### src/hw/rtl/ggvc_pkg.sv
// Shared package of the go-to-goal velocity controller.
// Holds widths, codes, the configuration struct, the CORDIC angle table and
// the command and status structs between controller and datapath.
package ggvc_pkg;

    localparam int FRAC_BITS_DEF    = 16;
    localparam int COORD_WIDTH_DEF  = 24;
    localparam int CORDIC_STEPS_DEF = 16;

    localparam int SCALE_SH = 16;
    localparam int CNT_W    = 6;
    localparam int ZW       = 33;
    localparam int MD_W     = 23;
    localparam int MB_W     = 18;
    localparam int G_W      = 18;
    localparam int LIN_W    = 23;
    localparam int TURN_W   = 24;
    localparam int ADDR_W   = 5;
    localparam int DATA_W   = 32;

    localparam logic signed [ZW-1:0] HALF_PI_Q30 = 33'sd1686629713;

    typedef enum logic [2:0] {
        ST_DRIVING = 3'd0,
        ST_ALREADY = 3'd1,
        ST_TOO_FAR = 3'd2,
        ST_JUST    = 3'd3,
        ST_RESTART = 3'd4
    } t_status;

    typedef enum logic [2:0] {
        REG_MAX_DIST  = 3'd0,
        REG_MAX_BEAR  = 3'd1,
        REG_LIN_GAIN  = 3'd2,
        REG_ANG_GAIN  = 3'd3,
        REG_MIN_SPEED = 3'd4,
        REG_REACH     = 3'd5
    } t_reg_idx;

    typedef enum logic [4:0] {
        OP_IDLE,
        OP_SQ_X,
        OP_SQ_Y,
        OP_SUM_MD,
        OP_RR,
        OP_SQRT,
        OP_CORDIC,
        OP_CLAMP,
        OP_MUL_LD,
        OP_MUL_LO,
        OP_MUL_HI,
        OP_DIV_INIT,
        OP_DIV,
        OP_TURN,
        OP_RESULT
    } t_dp_op;

    typedef struct packed {
        logic [MD_W-1:0] max_distance;
        logic [MB_W-1:0] max_bearing;
        logic [G_W-1:0]  linear_gain;
        logic [G_W-1:0]  angular_gain;
        logic [MD_W-1:0] min_speed;
        logic [MD_W-1:0] reach_radius;
    } t_cfg;

    typedef struct packed {
        t_dp_op           op;
        t_status          st;
        logic [CNT_W-1:0] cnt;
    } t_dp_cmd;

    typedef struct packed {
        logic cmd;
        logic reached;
        logic too_far;
        logic in_reach;
        logic out_free;
    } t_dp_stat;

    function automatic logic [30:0] atan_q30(input logic [4:0] idx);
        logic [30:0] a;
        case (idx)
            5'd0:    a = 31'd843314856;
            5'd1:    a = 31'd497837829;
            5'd2:    a = 31'd263043836;
            5'd3:    a = 31'd133525158;
            5'd4:    a = 31'd67021686;
            5'd5:    a = 31'd33543515;
            5'd6:    a = 31'd16775850;
            5'd7:    a = 31'd8388437;
            5'd8:    a = 31'd4194282;
            5'd9:    a = 31'd2097149;
            5'd10:   a = 31'd1048575;
            5'd11:   a = 31'd524287;
            5'd12:   a = 31'd262143;
            5'd13:   a = 31'd131071;
            5'd14:   a = 31'd65535;
            5'd15:   a = 31'd32767;
            5'd16:   a = 31'd16383;
            5'd17:   a = 31'd8191;
            5'd18:   a = 31'd4095;
            5'd19:   a = 31'd2047;
            5'd20:   a = 31'd1023;
            5'd21:   a = 31'd511;
            5'd22:   a = 31'd255;
            5'd23:   a = 31'd127;
            default: a = 31'd0;
        endcase
        return a;
    endfunction

endpackage

### src/hw/rtl/ggvc_regs.sv
// APB-style configuration register file of the controller.
// Depends on ggvc_pkg for the register indexes and the t_cfg struct.
module ggvc_regs (
    input  logic                          i_clk,
    input  logic                          i_rst_n,
    input  logic                          psel,
    input  logic                          penable,
    input  logic                          pwrite,
    input  logic [ggvc_pkg::ADDR_W-1:0]   paddr,
    input  logic [ggvc_pkg::DATA_W-1:0]   pwdata,
    output logic [ggvc_pkg::DATA_W-1:0]   prdata,
    output logic                          pready,
    output ggvc_pkg::t_cfg                o_cfg
);
    import ggvc_pkg::*;

    t_cfg     r_cfg;
    t_reg_idx idx;

    assign idx    = t_reg_idx'(paddr[ADDR_W-1:2]);
    assign pready = 1'b1;
    assign o_cfg  = r_cfg;

    always_ff @(posedge i_clk) begin
        if (!i_rst_n) begin
            r_cfg.max_distance <= MD_W'(655360);
            r_cfg.max_bearing  <= MB_W'(51446);
            r_cfg.linear_gain  <= G_W'(3277);
            r_cfg.angular_gain <= G_W'(13107);
            r_cfg.min_speed    <= MD_W'(1311);
            r_cfg.reach_radius <= MD_W'(3277);
        end else if (psel && penable && pwrite) begin
            case (idx)
                REG_MAX_DIST:  r_cfg.max_distance <= pwdata[MD_W-1:0];
                REG_MAX_BEAR:  r_cfg.max_bearing  <= pwdata[MB_W-1:0];
                REG_LIN_GAIN:  r_cfg.linear_gain  <= pwdata[G_W-1:0];
                REG_ANG_GAIN:  r_cfg.angular_gain <= pwdata[G_W-1:0];
                REG_MIN_SPEED: r_cfg.min_speed    <= pwdata[MD_W-1:0];
                REG_REACH:     r_cfg.reach_radius <= pwdata[MD_W-1:0];
                default: ;
            endcase
        end
    end

    always_comb begin
        case (idx)
            REG_MAX_DIST:  prdata = DATA_W'(r_cfg.max_distance);
            REG_MAX_BEAR:  prdata = DATA_W'(r_cfg.max_bearing);
            REG_LIN_GAIN:  prdata = DATA_W'(r_cfg.linear_gain);
            REG_ANG_GAIN:  prdata = DATA_W'(r_cfg.angular_gain);
            REG_MIN_SPEED: prdata = DATA_W'(r_cfg.min_speed);
            REG_REACH:     prdata = DATA_W'(r_cfg.reach_radius);
            default:       prdata = '0;
        endcase
    end
endmodule

### config.mk
export PLATFORM = sky130hd
export DESIGN_NAME = ggvc_regs
export DESIGN_NICKNAME = d
export VERILOG_FILES = /design/src/hw/rtl/ggvc_pkg.sv /design/src/hw/rtl/ggvc_regs.sv
export SDC_FILE = /design/constraint.sdc
export NUM_CORES = 1
export LEC_CHECK = 0
export BUFFER_PORTS_ARGS = -buffer_cell sky130_fd_sc_hd__buf_4
export CAP_MARGIN = 10
export CORE_MARGIN = 3
export CORE_UTILIZATION = 54
export DETAILED_ROUTE_END_ITERATION = 7
export PLACE_DENSITY = 0.85
export SLEW_MARGIN = 15
export SYNTH_ARGS = -nofsm -noshare
export SYNTH_HDL_FRONTEND = slang
export SYNTH_SLANG_ARGS = --single-unit
### constraint.sdc
create_clock -name i_clk -period 2 [get_ports i_clk]
set_input_delay 0.1 -clock i_clk [delete_from_list [all_inputs] [get_ports i_clk]]
set_output_delay 0.1 -clock i_clk [all_outputs]
set_load 0.01 [all_outputs]
==> impl_metrics.env <==
export IMPL_setup_violations=0
export IMPL_end_kind="primary output"
export IMPL_post_place_cells=885
export IMPL_synth_area_leaders="dfxtp_1 (43%), mux2i_1 (15%), mux2_2 (7.1%)"
export IMPL_drtIter0Drc=513
export IMPL_max_stage_delay_ns=0.47
export IMPL_synth_cell_types=39
export IMPL_final_util_pct=79.12
export IMPL_syn_avg_cell_area_um2=9.454
export IMPL_cts_sinks=123
export IMPL_total_power_mw=6.278
export IMPL_yosys_top_cells_count="dfxtp_1 (123), nand2_1 (108), mux2i_1 (87), o21ai_0 (50), mux2_2 (36)"
export IMPL_die_area_um2=11880
export IMPL_final_area_um2=7948
export IMPL_ys_flop_type="dfxtp_1"
export IMPL_core_area_um2=10040
export IMPL_worstPathArrival_ns=1.61
export IMPL_clkTransAtPathRegs_ns=0.06
export IMPL_r2r_cells=3
export IMPL_fmax_mhz=583.6
export IMPL_die_x_um=109.0
export IMPL_status="complete, no violations"
export IMPL_path_buf_inv=1
export IMPL_synth_top_cell_area_share_pct=42.98
export IMPL_grt_antenna_before_repair=0
export IMPL_fin_crit_ns=1.714
export IMPL_clock_path_buffers=2
export IMPL_yosysWarnings=0
export IMPL_path_max_fanout=3
export IMPL_clock_latency_ns=0.50
export IMPL_leakagePower_nw=3.689
export IMPL_preCtsSetupSlack_ns=0.3458
export IMPL_firstDrtPassIters=6
export IMPL_gp_congestion=0.9098
export IMPL_grt_use_total_pct=32.38
export IMPL_synth_most_common_cell="dfxtp_1"
export IMPL_postCtsSetupBuffers=0
export IMPL_num_vias=5593
export IMPL_regArea_um2=2462
export IMPL_portBuffers=176
export IMPL_synth_cells=606
export IMPL_ios=198
export IMPL_cts_resized=0
export IMPL_crit_chain="mux4_2 > nand2_1 > o21ai_0 > buf_4"
export IMPL_maxCapViolations=0
export IMPL_fin_ws_ns=0.2864
export IMPL_cp_required_ns=1.90
export IMPL_synth_edf_count=0
export IMPL_drv_slew=0
export IMPL_hold_viol=0
export IMPL_multi_input_area_um2=2849
export IMPL_drt_total_wl_um=19210
export IMPL_whs_path_depth=3
export IMPL_numCtsBuffers=17
export IMPL_holdWs_ns=0.05629
export IMPL_die_h_um=109.0
export IMPL_ant_nets=0
export IMPL_skew_ns=0
export IMPL_startpoint_type="flip-flop"
export IMPL_finalNonFillerCells=942
export IMPL_crit_family="multiplexers"
export IMPL_synth_seq_cells=123
export IMPL_yosysSeqAreaShare_pct=42.98
export IMPL_largest_register_ffs=123
export IMPL_final_nets=838
export IMPL_vias_per_cell=5.937
export IMPL_period_share_pct=85.68
export IMPL_grt_max_degree=73
export IMPL_gr_total_overflow=0
export IMPL_ir_drop_v=0.0005364
export IMPL_syn_area_um2=5729
export IMPL_crit_slowest_cell="mux4_2"
export IMPL_grt_pass1_wl_um=29460
export IMPL_drive_above_1_share_pct=34.24
export IMPL_hpwl_um=12750
export IMPL_clock_root_buffer="clkbuf_8"
export IMPL_antenna_cells=0
export IMPL_htree_levels=4
export IMPL_placed_area_um2=7074
export IMPL_syn2layout_area_growth_pct=38.72
export IMPL_wl_per_cell_um=20.39
export IMPL_synthArstFlopShare_pct=0
export IMPL_hold_path_class="in2reg"
export IMPL_path_depth=4
export IMPL_slew_headroom_pct=32.62
export IMPL_rows=36
export IMPL_worst_pin_slew_ns=1.011
export IMPL_rsz0062_at_grt="no"
export IMPL_tns_ns=0
export IMPL_yosysTopAreaCell="dfxtp_1"
export IMPL_fillerInstances=613
export IMPL_p_per_area_nw_per_um2=790.0
export IMPL_start_util_pct=57.04
export IMPL_drc_errors=0
export IMPL_worstSetupPathType="reg2out"
export IMPL_cts_tree="built"
export IMPL_grt_pass1_vias=5587
==> routing by layer <==
| metal | GRT usage, % | vias up | part of all wire, % |
|---|---|---|---|
| li1 | - | 2512 | - |
| met1 | 39.24 | 2701 | 39 |
| met2 | 55.31 | 333 | 49 |
| met3 | 6.690 | 47 | 8.6 |
| met4 | 14.34 | 0 | 2.9 |
| met5 | 0 | - | 0 |
==> report_power, final <==
group	switching [mW]	internal [mW]
registers	0.0202	2.47
logic	0.325	0.243
clock network	1.15	2.07
total	1.49	4.78
==> cells in the final DEF, fill, tap and decap left out, drive strengths merged, types with 4 or more instances in the layout <==
| master | Yosys | final |
|---|---|---|
| a32oi | 8 | 8 |
| o21ai | 50 | 50 |
| a22oi | 22 | 22 |
| nand2 | 109 | 109 |
| or2 | 4 | 4 |
| o211ai | 31 | 31 |
| bufinv | 0 | 4 |
| clkbuf | 29 | 19 |
| buf | 33 | 200 |
| o311ai | 9 | 9 |
| mux2 | 36 | 36 |
| inv | 21 | 23 |
| dlygate4sd3 | 0 | 25 |
| clkinv | 1 | 5 |
| dfxtp | 123 | 123 |
| nor2 | 13 | 13 |
| mux2i | 87 | 87 |
| conb | 2 | 10 |
==> worst paths after layout <==
kind	from	end	slack, ns
worst max-delay path	o_cfg[96]	prdata[14]	0.29
worst min-delay path	i_rst_n	o_cfg[94]	0.06
worst max register to register	o_cfg[117]	o_cfg[117]	0.76
worst min register to register	o_cfg[90]	o_cfg[90]	0.47
==> tightest hold or removal path: cells and delay by family <==
family | cells | cell delay (ns)
buffers and inverters | 1 | 0.24
muxes | 1 | 0.05
and+or+nand+nor | 1 | 0.12
==> repair_timing <==
action                                  CTS  global route
endpoints found under the setup margin    0             0
hold endpoints to repair                119             0
hold buffers                             25             0
==> cell type report <==
type / instances / share of cell area [%]
inverter: 22 / 1.039
tap: 133 / 2.094
timing repair buffer: 225 / 22.20
clock buffer: 19 / 5.431
sequential: 123 / 30.98
clock inverter: 13 / 2.409
multi-input combinational: 407 / 35.85
==> kinds of logic after synthesis <==
group / count (synthesis) / synth area share [%]
AOI/OAI and AO/OA: 132 / 15.61
buffers and inverters: 84 / 7.818
DFF: 123 / 42.98
muxes: 124 / 22.67
other: 2 / 0.1311
and+or+nand+nor: 141 / 10.79
Power figures use the tool's default switching activity.
