[src/hw/rtl/ggvc_pkg.sv]
// Shared package of the go-to-goal velocity controller.
// Holds widths, codes, the configuration struct, the CORDIC angle table and
// the command and status structs between controller and datapath.
package ggvc_pkg;

    localparam int FRAC_BITS_DEF    = 16;
    localparam int COORD_WIDTH_DEF  = 24;
    localparam int CORDIC_STEPS_DEF = 16;

    localparam int SCALE_SH = 16;
    localparam int CNT_W    = 6;
    localparam int ZW       = 33;
    localparam int MD_W     = 23;
    localparam int MB_W     = 18;
    localparam int G_W      = 18;
    localparam int LIN_W    = 23;
    localparam int TURN_W   = 24;
    localparam int ADDR_W   = 5;
    localparam int DATA_W   = 32;

    localparam logic signed [ZW-1:0] HALF_PI_Q30 = 33'sd1686629713;

    typedef enum logic [2:0] {
        ST_DRIVING = 3'd0,
        ST_ALREADY = 3'd1,
        ST_TOO_FAR = 3'd2,
        ST_JUST    = 3'd3,
        ST_RESTART = 3'd4
    } t_status;

    typedef enum logic [2:0] {
        REG_MAX_DIST  = 3'd0,
        REG_MAX_BEAR  = 3'd1,
        REG_LIN_GAIN  = 3'd2,
        REG_ANG_GAIN  = 3'd3,
        REG_MIN_SPEED = 3'd4,
        REG_REACH     = 3'd5
    } t_reg_idx;

    typedef enum logic [4:0] {
        OP_IDLE,
        OP_SQ_X,
        OP_SQ_Y,
        OP_SUM_MD,
        OP_RR,
        OP_SQRT,
        OP_CORDIC,
        OP_CLAMP,
        OP_MUL_LD,
        OP_MUL_LO,
        OP_MUL_HI,
        OP_DIV_INIT,
        OP_DIV,
        OP_TURN,
        OP_RESULT
    } t_dp_op;

    typedef struct packed {
        logic [MD_W-1:0] max_distance;
        logic [MB_W-1:0] max_bearing;
        logic [G_W-1:0]  linear_gain;
        logic [G_W-1:0]  angular_gain;
        logic [MD_W-1:0] min_speed;
        logic [MD_W-1:0] reach_radius;
    } t_cfg;

    typedef struct packed {
        t_dp_op           op;
        t_status          st;
        logic [CNT_W-1:0] cnt;
    } t_dp_cmd;

    typedef struct packed {
        logic cmd;
        logic reached;
        logic too_far;
        logic in_reach;
        logic out_free;
    } t_dp_stat;

    function automatic logic [30:0] atan_q30(input logic [4:0] idx);
        logic [30:0] a;
        case (idx)
            5'd0:    a = 31'd843314856;
            5'd1:    a = 31'd497837829;
            5'd2:    a = 31'd263043836;
            5'd3:    a = 31'd133525158;
            5'd4:    a = 31'd67021686;
            5'd5:    a = 31'd33543515;
            5'd6:    a = 31'd16775850;
            5'd7:    a = 31'd8388437;
            5'd8:    a = 31'd4194282;
            5'd9:    a = 31'd2097149;
            5'd10:   a = 31'd1048575;
            5'd11:   a = 31'd524287;
            5'd12:   a = 31'd262143;
            5'd13:   a = 31'd131071;
            5'd14:   a = 31'd65535;
            5'd15:   a = 31'd32767;
            5'd16:   a = 31'd16383;
            5'd17:   a = 31'd8191;
            5'd18:   a = 31'd4095;
            5'd19:   a = 31'd2047;
            5'd20:   a = 31'd1023;
            5'd21:   a = 31'd511;
            5'd22:   a = 31'd255;
            5'd23:   a = 31'd127;
            default: a = 31'd0;
        endcase
        return a;
    endfunction

endpackage

[src/hw/rtl/ggvc_ctrl.sv]
// Sequencing state machine of the controller.
// Depends on ggvc_pkg; drives datapath ops and reads datapath status.
module ggvc_ctrl #(
    parameter int COORD_WIDTH  = ggvc_pkg::COORD_WIDTH_DEF,
    parameter int CORDIC_STEPS = ggvc_pkg::CORDIC_STEPS_DEF
) (
    input  logic               i_clk,
    input  logic               i_rst_n,
    input  logic               i_accept,
    input  ggvc_pkg::t_dp_stat i_stat,
    output logic               o_ready,
    output ggvc_pkg::t_dp_cmd  o_cmd
);
    import ggvc_pkg::*;

    localparam int PW = G_W + COORD_WIDTH;

    typedef enum logic [2:0] {
        S_IDLE, S_SQ, S_DECIDE, S_SQRT, S_COR, S_CHAIN, S_DIV, S_RESULT
    } t_state;

    t_state  r_state;
    t_dp_cmd r_cmd;

    assign o_ready = (r_state == S_IDLE);
    assign o_cmd   = r_cmd;

    always_ff @(posedge i_clk) begin
        if (!i_rst_n) begin
            r_state   <= S_IDLE;
            r_cmd.op  <= OP_IDLE;
            r_cmd.st  <= ST_DRIVING;
            r_cmd.cnt <= '0;
        end else begin
            case (r_state)
                S_IDLE: begin
                    if (i_accept) begin
                        r_cmd.op <= OP_SQ_X;
                        r_state  <= S_SQ;
                    end else begin
                        r_cmd.op <= OP_IDLE;
                    end
                end
                S_SQ: begin
                    case (r_cmd.op)
                        OP_SQ_X:   r_cmd.op <= OP_SQ_Y;
                        OP_SQ_Y:   r_cmd.op <= OP_SUM_MD;
                        OP_SUM_MD: r_cmd.op <= OP_RR;
                        default: begin
                            r_cmd.op <= OP_IDLE;
                            r_state  <= S_DECIDE;
                        end
                    endcase
                end
                S_DECIDE: begin
                    r_cmd.cnt <= '0;
                    if (i_stat.cmd) begin
                        r_cmd.st <= ST_RESTART;
                        r_state  <= S_RESULT;
                    end else if (i_stat.reached) begin
                        r_cmd.st <= ST_ALREADY;
                        r_state  <= S_RESULT;
                    end else if (i_stat.too_far) begin
                        r_cmd.st <= ST_TOO_FAR;
                        r_state  <= S_RESULT;
                    end else if (i_stat.in_reach) begin
                        r_cmd.st <= ST_JUST;
                        r_state  <= S_RESULT;
                    end else begin
                        r_cmd.st <= ST_DRIVING;
                        r_cmd.op <= OP_SQRT;
                        r_state  <= S_SQRT;
                    end
                end
                S_SQRT: begin
                    if (r_cmd.cnt == CNT_W'(COORD_WIDTH - 1)) begin
                        r_cmd.cnt <= '0;
                        r_cmd.op  <= OP_CORDIC;
                        r_state   <= S_COR;
                    end else begin
                        r_cmd.cnt <= r_cmd.cnt + 1'b1;
                    end
                end
                S_COR: begin
                    if (r_cmd.cnt == CNT_W'(CORDIC_STEPS - 1)) begin
                        r_cmd.cnt <= '0;
                        r_cmd.op  <= OP_CLAMP;
                        r_state   <= S_CHAIN;
                    end else begin
                        r_cmd.cnt <= r_cmd.cnt + 1'b1;
                    end
                end
                S_CHAIN: begin
                    case (r_cmd.op)
                        OP_CLAMP:  r_cmd.op <= OP_MUL_LD;
                        OP_MUL_LD: r_cmd.op <= OP_MUL_LO;
                        OP_MUL_LO: r_cmd.op <= OP_MUL_HI;
                        OP_MUL_HI: r_cmd.op <= OP_DIV_INIT;
                        OP_DIV_INIT: begin
                            r_cmd.op  <= OP_DIV;
                            r_cmd.cnt <= '0;
                            r_state   <= S_DIV;
                        end
                        default: begin
                            r_cmd.op <= OP_IDLE;
                            r_state  <= S_RESULT;
                        end
                    endcase
                end
                S_DIV: begin
                    if (r_cmd.cnt == CNT_W'(PW - 1)) begin
                        r_cmd.op <= OP_TURN;
                        r_state  <= S_CHAIN;
                    end else begin
                        r_cmd.cnt <= r_cmd.cnt + 1'b1;
                    end
                end
                S_RESULT: begin
                    if (i_stat.out_free) begin
                        r_cmd.op <= OP_RESULT;
                        r_state  <= S_IDLE;
                    end else begin
                        r_cmd.op <= OP_IDLE;
                    end
                end
                default: begin
                    r_cmd.op <= OP_IDLE;
                    r_state  <= S_IDLE;
                end
            endcase
        end
    end
endmodule

[config.mk]
export PLATFORM = sky130hd
export DESIGN_NAME = ggvc_ctrl
export DESIGN_NICKNAME = d
export VERILOG_FILES = /design/src/hw/rtl/ggvc_pkg.sv /design/src/hw/rtl/ggvc_ctrl.sv
export SDC_FILE = /design/constraint.sdc
export NUM_CORES = 1
export LEC_CHECK = 0
export BUFFER_PORTS_ARGS = -buffer_cell sky130_fd_sc_hd__buf_2
export CAP_MARGIN = 25
export CORE_MARGIN = 2
export CORE_UTILIZATION = 60
export CTS_BUF_LIST = sky130_fd_sc_hd__clkbuf_2 sky130_fd_sc_hd__clkbuf_4 sky130_fd_sc_hd__clkbuf_8
export CTS_CLUSTER_SIZE = 14
export DETAILED_ROUTE_END_ITERATION = 7
export GPL_ROUTABILITY_DRIVEN = 0
export HOLD_SLACK_MARGIN = 0.03
export PLACE_DENSITY = 0.88
export SLEW_MARGIN = 20
export SYNTH_ARGS = -nofsm -noshare
export SYNTH_HDL_FRONTEND = slang
export SYNTH_SLANG_ARGS = --single-unit
[constraint.sdc]
create_clock -name i_clk -period 4.1 [get_ports i_clk]
set_input_delay 0.205 -clock i_clk [delete_from_list [all_inputs] [get_ports i_clk]]
set_output_delay 0.205 -clock i_clk [all_outputs]
set_load 0.01 [all_outputs]
==> results of run 1 <==
## registers in the layout, indices dropped and copies added (netlist names)
| register | cells |
|---|---|
| o_cmd | 13 |
| r_state | 3 |
## power by group
group          switching [mW]  total (mW)  internal (mW)  leakage, nW
Clock                  0.0570       0.111         0.0543       0.0210
Combinational           0.170       0.302          0.132        0.363
Sequential             0.0865       0.273          0.186        0.130
Total                   0.314       0.686          0.372        0.514
## per-layer routing
layer / track usage (%) / up-vias / routed length (um)
met4: 10.00 / 0 / 24
met2: 39.73 / 75 / 1251
met5: 0 / - / 0
li1: - / 582 / -
met1: 43.06 / 527 / 1218
met3: 9.811 / 5 / 332
## through the flow
stage	hold WS [ps]	total power [mW]	setup slack, ps	util (%)	cells
detailed placement	504.4	0.5700	1926	70.18	186
global route	262.3	0.7367	1733	72.26	190
CTS	222.9	0.6796	1892	72.26	190
finish	222.1	0.6865	1870	72.26	190
global placement	493.2	0.5567	1990	70.18	186
floorplan	371.2	0.4885	2084	-	150
## cells in the final DEF (no fill, tap or decap), drive strengths merged, types with 2 or more instances in the layout
| cell | n |
|---|---|
| a31oi | 3 |
| o311a | 2 |
| nor3 | 3 |
| nor4 | 3 |
| nand2 | 17 |
| ha | 2 |
| nor3b | 2 |
| nor4b | 2 |
| clkbuf | 4 |
| dfxtp | 16 |
| a21boi | 3 |
| buf | 21 |
| mux2i | 4 |
| nand2b | 4 |
| nand3b | 3 |
| nand4 | 2 |
| o221a | 2 |
| o21ai | 5 |
| nand4b | 3 |
| nand3 | 7 |
| nor2b | 9 |
| nor2 | 9 |
| o2bb2ai | 2 |
| a21oi | 11 |
| o21a | 2 |
| inv | 7 |
## logic make-up (layout without fill, tap and decap cells)
kind of cell	count (synthesis)	in the layout
other	1	1
AND/OR/NAND/NOR	71	71
buffers and inverters	17	32
flip-flops	16	16
XOR/XNOR	1	1
adder cells (fa/ha/maj)	2	2
multiplexers	4	4
AO/OA/AOI/OAI	38	38
## critical path: stages (launching register included)
cell and delay, ps:
dfxtp_1 430, ha_1 300, nand3b_1 130, o311a_1 330, o21a_2 270, or4_1 530, a21boi_1 180
## cell type report
class                   instances  area (um^2)
clock buffers                   4        36.28
fillers                       150        484.2
inverters                       7        26.28
multi-input cells             117        742.0
flip-flops and latches         16        320.3
well taps                      25        31.28
repair buffers                 21        105.1
## worst max path at each step
| stage | start | to | slack (ps) |
|---|---|---|---|
| after detailed placement | o_cmd[0] | o_cmd[9] | 1930 |
| after global routing | o_cmd[0] | o_cmd[9] | 1730 |
| final | o_cmd[0] | o_cmd[9] | 1870 |
| after floorplan | o_cmd[0] | o_cmd[9] | 2080 |
| after global placement | o_cmd[0] | o_cmd[9] | 1990 |
| after CTS | o_cmd[0] | o_cmd[9] | 1890 |
==> flow_metrics.env, run 1 <==
export IMPL_status="completed"
export IMPL_grt_max_degree=21
export IMPL_cts_hold_buf=0
export IMPL_powerDensity_nw_per_um2=544.3
export IMPL_grt_antenna_before_repair=0
export IMPL_maxCapViolations=0
export IMPL_grt_pass1_wl_um=4650
export IMPL_nets=176
export IMPL_regToRegSetupSlack_ps=1870
export IMPL_fin_setup_tns_ps=0
export IMPL_cp_end_kind="flip-flop"
export IMPL_rsz0062_at_grt="no"
export IMPL_synth_xor_area_share_pct=0.7735
export IMPL_cts_tree="built"
export IMPL_clkTransAtPathRegs_ps=110
export IMPL_portBuffers=21
export IMPL_cts_setup_buffers=0
export IMPL_synth_top_cell_area_share_pct=28.29
export IMPL_synth_area_leaders="dfxtp_1 28%, nand2_1 5.6%, nor2b_1 5.0%"
export IMPL_maxSlewViolCount=0
export IMPL_drt_total_wl_um=2826
export IMPL_required_ps=4340
export IMPL_yosys_top_cells_count="17 x nand2_1, 16 x dfxtp_1, 11 x a21oi_1, 9 x nor2_1, 9 x nor2b_1"
export IMPL_hold_start="i_stat[4]"
export IMPL_die_h_um=47.44
export IMPL_start_util_pct=64.87
export IMPL_synth_fp_nets=160
export IMPL_min_period_ps=2230
export IMPL_max_freq_mhz=448.5
export IMPL_synthAdderAreaFrac_pct=2.210
export IMPL_grt_overflow_total=0
export IMPL_ys_seq_elements=16
export IMPL_synthArstFlopShare_pct=0
export IMPL_hold_viol_final=0
export IMPL_synthToLayoutAreaGrowth_pct=11.38
export IMPL_synth_compound_area_share_pct=23.65
export IMPL_rows=15
export IMPL_worstPathMaxFanout=8
export IMPL_placed_area_um2=1225
export IMPL_io_pins=23
export IMPL_yosys_area_top_type="dfxtp_1"
export IMPL_grt_pass1_vias=1018
export IMPL_drt_vias_per_instance=6.258
export IMPL_cts_made_buffers=3
export IMPL_cts_max_level=1
export IMPL_seq_area_frac_synth_pct=28.29
export IMPL_synth_most_common_cell="nand2_1"
export IMPL_syn_area_um2=1132
export IMPL_initialDrtViolationCount=57
export IMPL_die_x_um=47.44
export IMPL_start_kind="flip-flop"
export IMPL_synth_edf_count=0
export IMPL_wl_per_cell_um=14.87
export IMPL_r2r_start="o_cmd[0]"
export IMPL_worst_slew_pin_slew_ps=684.1
export IMPL_place_hpwl_um=1981
export IMPL_core_um2=1745
export IMPL_min_to="o_cmd[8]"
export IMPL_synthMuxAreaShare_pct=3.536
export IMPL_ys_warn_count=0
export IMPL_cts_buffer_depth=2
export IMPL_regToRegEndpoint="o_cmd[9]"
export IMPL_firstDrtPassIters=4
export IMPL_path_class="flip-flop to flip-flop"
export IMPL_hold_class="input port to flip-flop"
export IMPL_cts_sink_count=16
export IMPL_clk_insertion_delay_late_ps=310
export IMPL_post_route_period_util_pct=54.38
export IMPL_synthCells=150
export IMPL_syn_area_per_cell_um2=7.549
export IMPL_die_area_um2=2251
export IMPL_ys_types=48
export IMPL_ir_drop_uv=405.9
export IMPL_drc=0
export IMPL_whs_path_depth=3
export IMPL_synth_top_family_by_area="simple AND/OR/NAND/NOR gates"
export IMPL_grt_usage_pct=29.29
export IMPL_slew_limit_headroom_pct=54.40
export IMPL_stdcell_area_um2=1261
export IMPL_ant_nets=0
export IMPL_cts_root_buf="clkbuf_4"
export IMPL_p_leak_nw=0.5143
export IMPL_synth_simple_gate_area_share_pct=35.03
export IMPL_ys_flop_type="dfxtp_1"
export IMPL_fin_skew_ps=10.43
export IMPL_setup_violations=0
export IMPL_drive_above_1_share_pct=18.18
export IMPL_critPathArrivalTime_ps=2470
export IMPL_via_count=1189
export IMPL_reg2reg_depth=6
export IMPL_diodes=0
export IMPL_cts_resized=0
(Power assumes the default switching activity.)
==> run 2: changes to the inputs <==
CORE_UTILIZATION = 51   (was 60)
PLACE_DENSITY = 0.8   (was 0.88)
clock period = 1.9 ns   (was 4.1 ns; I/O delays follow)
==> flow_metrics.env, run 2 (synthesis results as in run 1) <==
export IMPL_nets=192
export IMPL_io_pins=23
export IMPL_start_util_pct=52.71
export IMPL_cts_sink_count=16
export IMPL_maxCapViolations=0
export IMPL_wl_per_cell_um=13.39
export IMPL_final_cell_mix="21 x buf_2, 17 x nand2_1, 16 x buf_4"
export IMPL_powerDensity_nw_per_um2=1139
export IMPL_drive_above_1_share_pct=28.73
export IMPL_hold_class="input port to flip-flop"
export IMPL_largest_reg_flops=13
export IMPL_grt_antenna_before_repair=0
export IMPL_hold_slack_ps=106.1
export IMPL_portBuffers=21
export IMPL_crit_chain="ha_4 -> nand3b_1 -> o311a_1 -> o21a_2 -> or4_1 -> a21boi_1"
export IMPL_multiInputGateArea_um2=765.7
export IMPL_hold_viol_final=0
export IMPL_diodes=0
export IMPL_grt_pass1_vias=1081
export IMPL_rsz0062_at_grt="yes"
export IMPL_die_area_um2=2613
export IMPL_power_mw=1.614
export IMPL_fin_setup_tns_ps=-10.75
export IMPL_fin_ws_ps=-10.75
export IMPL_status="finished with violations"
export IMPL_nFillCells=186
export IMPL_grt_pass1_wl_um=4629
export IMPL_firstDrtPassIters=4
export IMPL_clkTransAtPathRegs_ps=100
export IMPL_core_um2=2148
export IMPL_cts_made_buffers=3
export IMPL_finalNonFillerCells=209
export IMPL_cts_buffer_depth=2
export IMPL_place_hpwl_um=2062
export IMPL_clk_insertion_delay_late_ps=300
export IMPL_drt_vias_per_instance=5.818
export IMPL_postLayoutCoreUtil_pct=65.93
export IMPL_grt_overflow_total=0
export IMPL_via_count=1216
export IMPL_cp_end_kind="flip-flop"
export IMPL_crit_slowest_cell="or4_1"
export IMPL_dpl_cell_count=203
export IMPL_max_stage_delay_ps=520
export IMPL_path_class="flip-flop to flip-flop"
export IMPL_die_h_um=51.12
export IMPL_required_ps=2130
export IMPL_drc=0
export IMPL_final_common_cell="buf_2"
export IMPL_rows=17
export IMPL_grt_max_degree=21
export IMPL_ant_nets=0
export IMPL_maxSlewViolCount=0
export IMPL_post_route_period_util_pct=100.6
export IMPL_p_leak_nw=0.5969
export IMPL_grt_usage_pct=23.23
export IMPL_cts_root_buf="clkbuf_4"
export IMPL_die_x_um=51.12
export IMPL_max_freq_mhz=523.4
export IMPL_seq_area_um2=327.8
export IMPL_fin_skew_ps=5.473
export IMPL_min_period_ps=1911
export IMPL_initialDrtViolationCount=26
export IMPL_worstPathMaxFanout=7
export IMPL_cts_tree="built"
export IMPL_setup_violations=1
export IMPL_cts_max_level=1
export IMPL_ir_drop_uv=689.2
export IMPL_start_kind="flip-flop"
export IMPL_drt_total_wl_um=2798
export IMPL_synthToLayoutAreaGrowth_pct=25.08
export IMPL_violations="negative setup slack"
export IMPL_critPathArrivalTime_ps=2140
## run 2: cell types whose count changed in the layout (fill, tap and decap cells not counted), sizes merged
cell | previous run | this run
buf | 21 | 37
## run 2: what timing repair did
action / in CTS / in global routing
setup buffers: 2 / 0
cloned: 0 / 0
hold buffers: 0 / 0
endpoints found under the setup margin: 1 / 9
pin swaps: 1 / 1
endpoints found under the hold margin: 0 / 0
resized for setup: 1 / 5
## run 2: worst max-delay path: cells and delay by family (launching register included)
kind | cells | cell delay [ps]
simple gates | 2 | 620
flops | 1 | 380
fa+ha+maj | 1 | 140
compound gates | 3 | 710
## run 2: layer usage
layer / vias to the layer above / track usage [%] / part of all wire (%)
met3: 5 / 3.801 / 3.0
li1: 614 / - / -
met4: 0 / 10.36 / 1.5
met1: 570 / 27.93 / 47
met5: - / 0 / 0
met2: 27 / 40.26 / 49
## run 2: cell type report
| type | instances | area share, % |
|---|---|---|
| tap | 28 | 2.473 |
| sequential | 16 | 23.14 |
| clock buffer | 4 | 2.562 |
| timing repair buffer | 37 | 15.90 |
| inverter | 7 | 1.855 |
| multi-input combinational | 117 | 54.06 |
## run 2: metrics by stage
stage	instance area [um^2]	setup slack [ps]
2_1_floorplan	1147	26.62
3_5_place_dp	1349	-44.26
5_1_grt	1416	-65.88
3_3_place_gp	1349	45.64
4_1_cts	1403	-14.92
6_report	1416	-10.75
## run 2: path summary, 6_finish.rpt
kind	end	from	cells after the start	slack, ps
worst min register to register	o_cmd[7]	o_cmd[7]	2	510
worst max register to register	o_cmd[9]	o_cmd[1]	6	-10
worst min-delay path	o_cmd[8]	i_stat[4]	3	110
worst max-delay path	o_cmd[9]	o_cmd[1]	6	-10
## run 2: power by group
group          total (mW)  internal [mW]  switching (mW)
clock               0.234          0.117           0.117
sequential          0.547          0.407           0.140
combinational       0.833          0.395           0.438
total                1.61          0.919           0.695
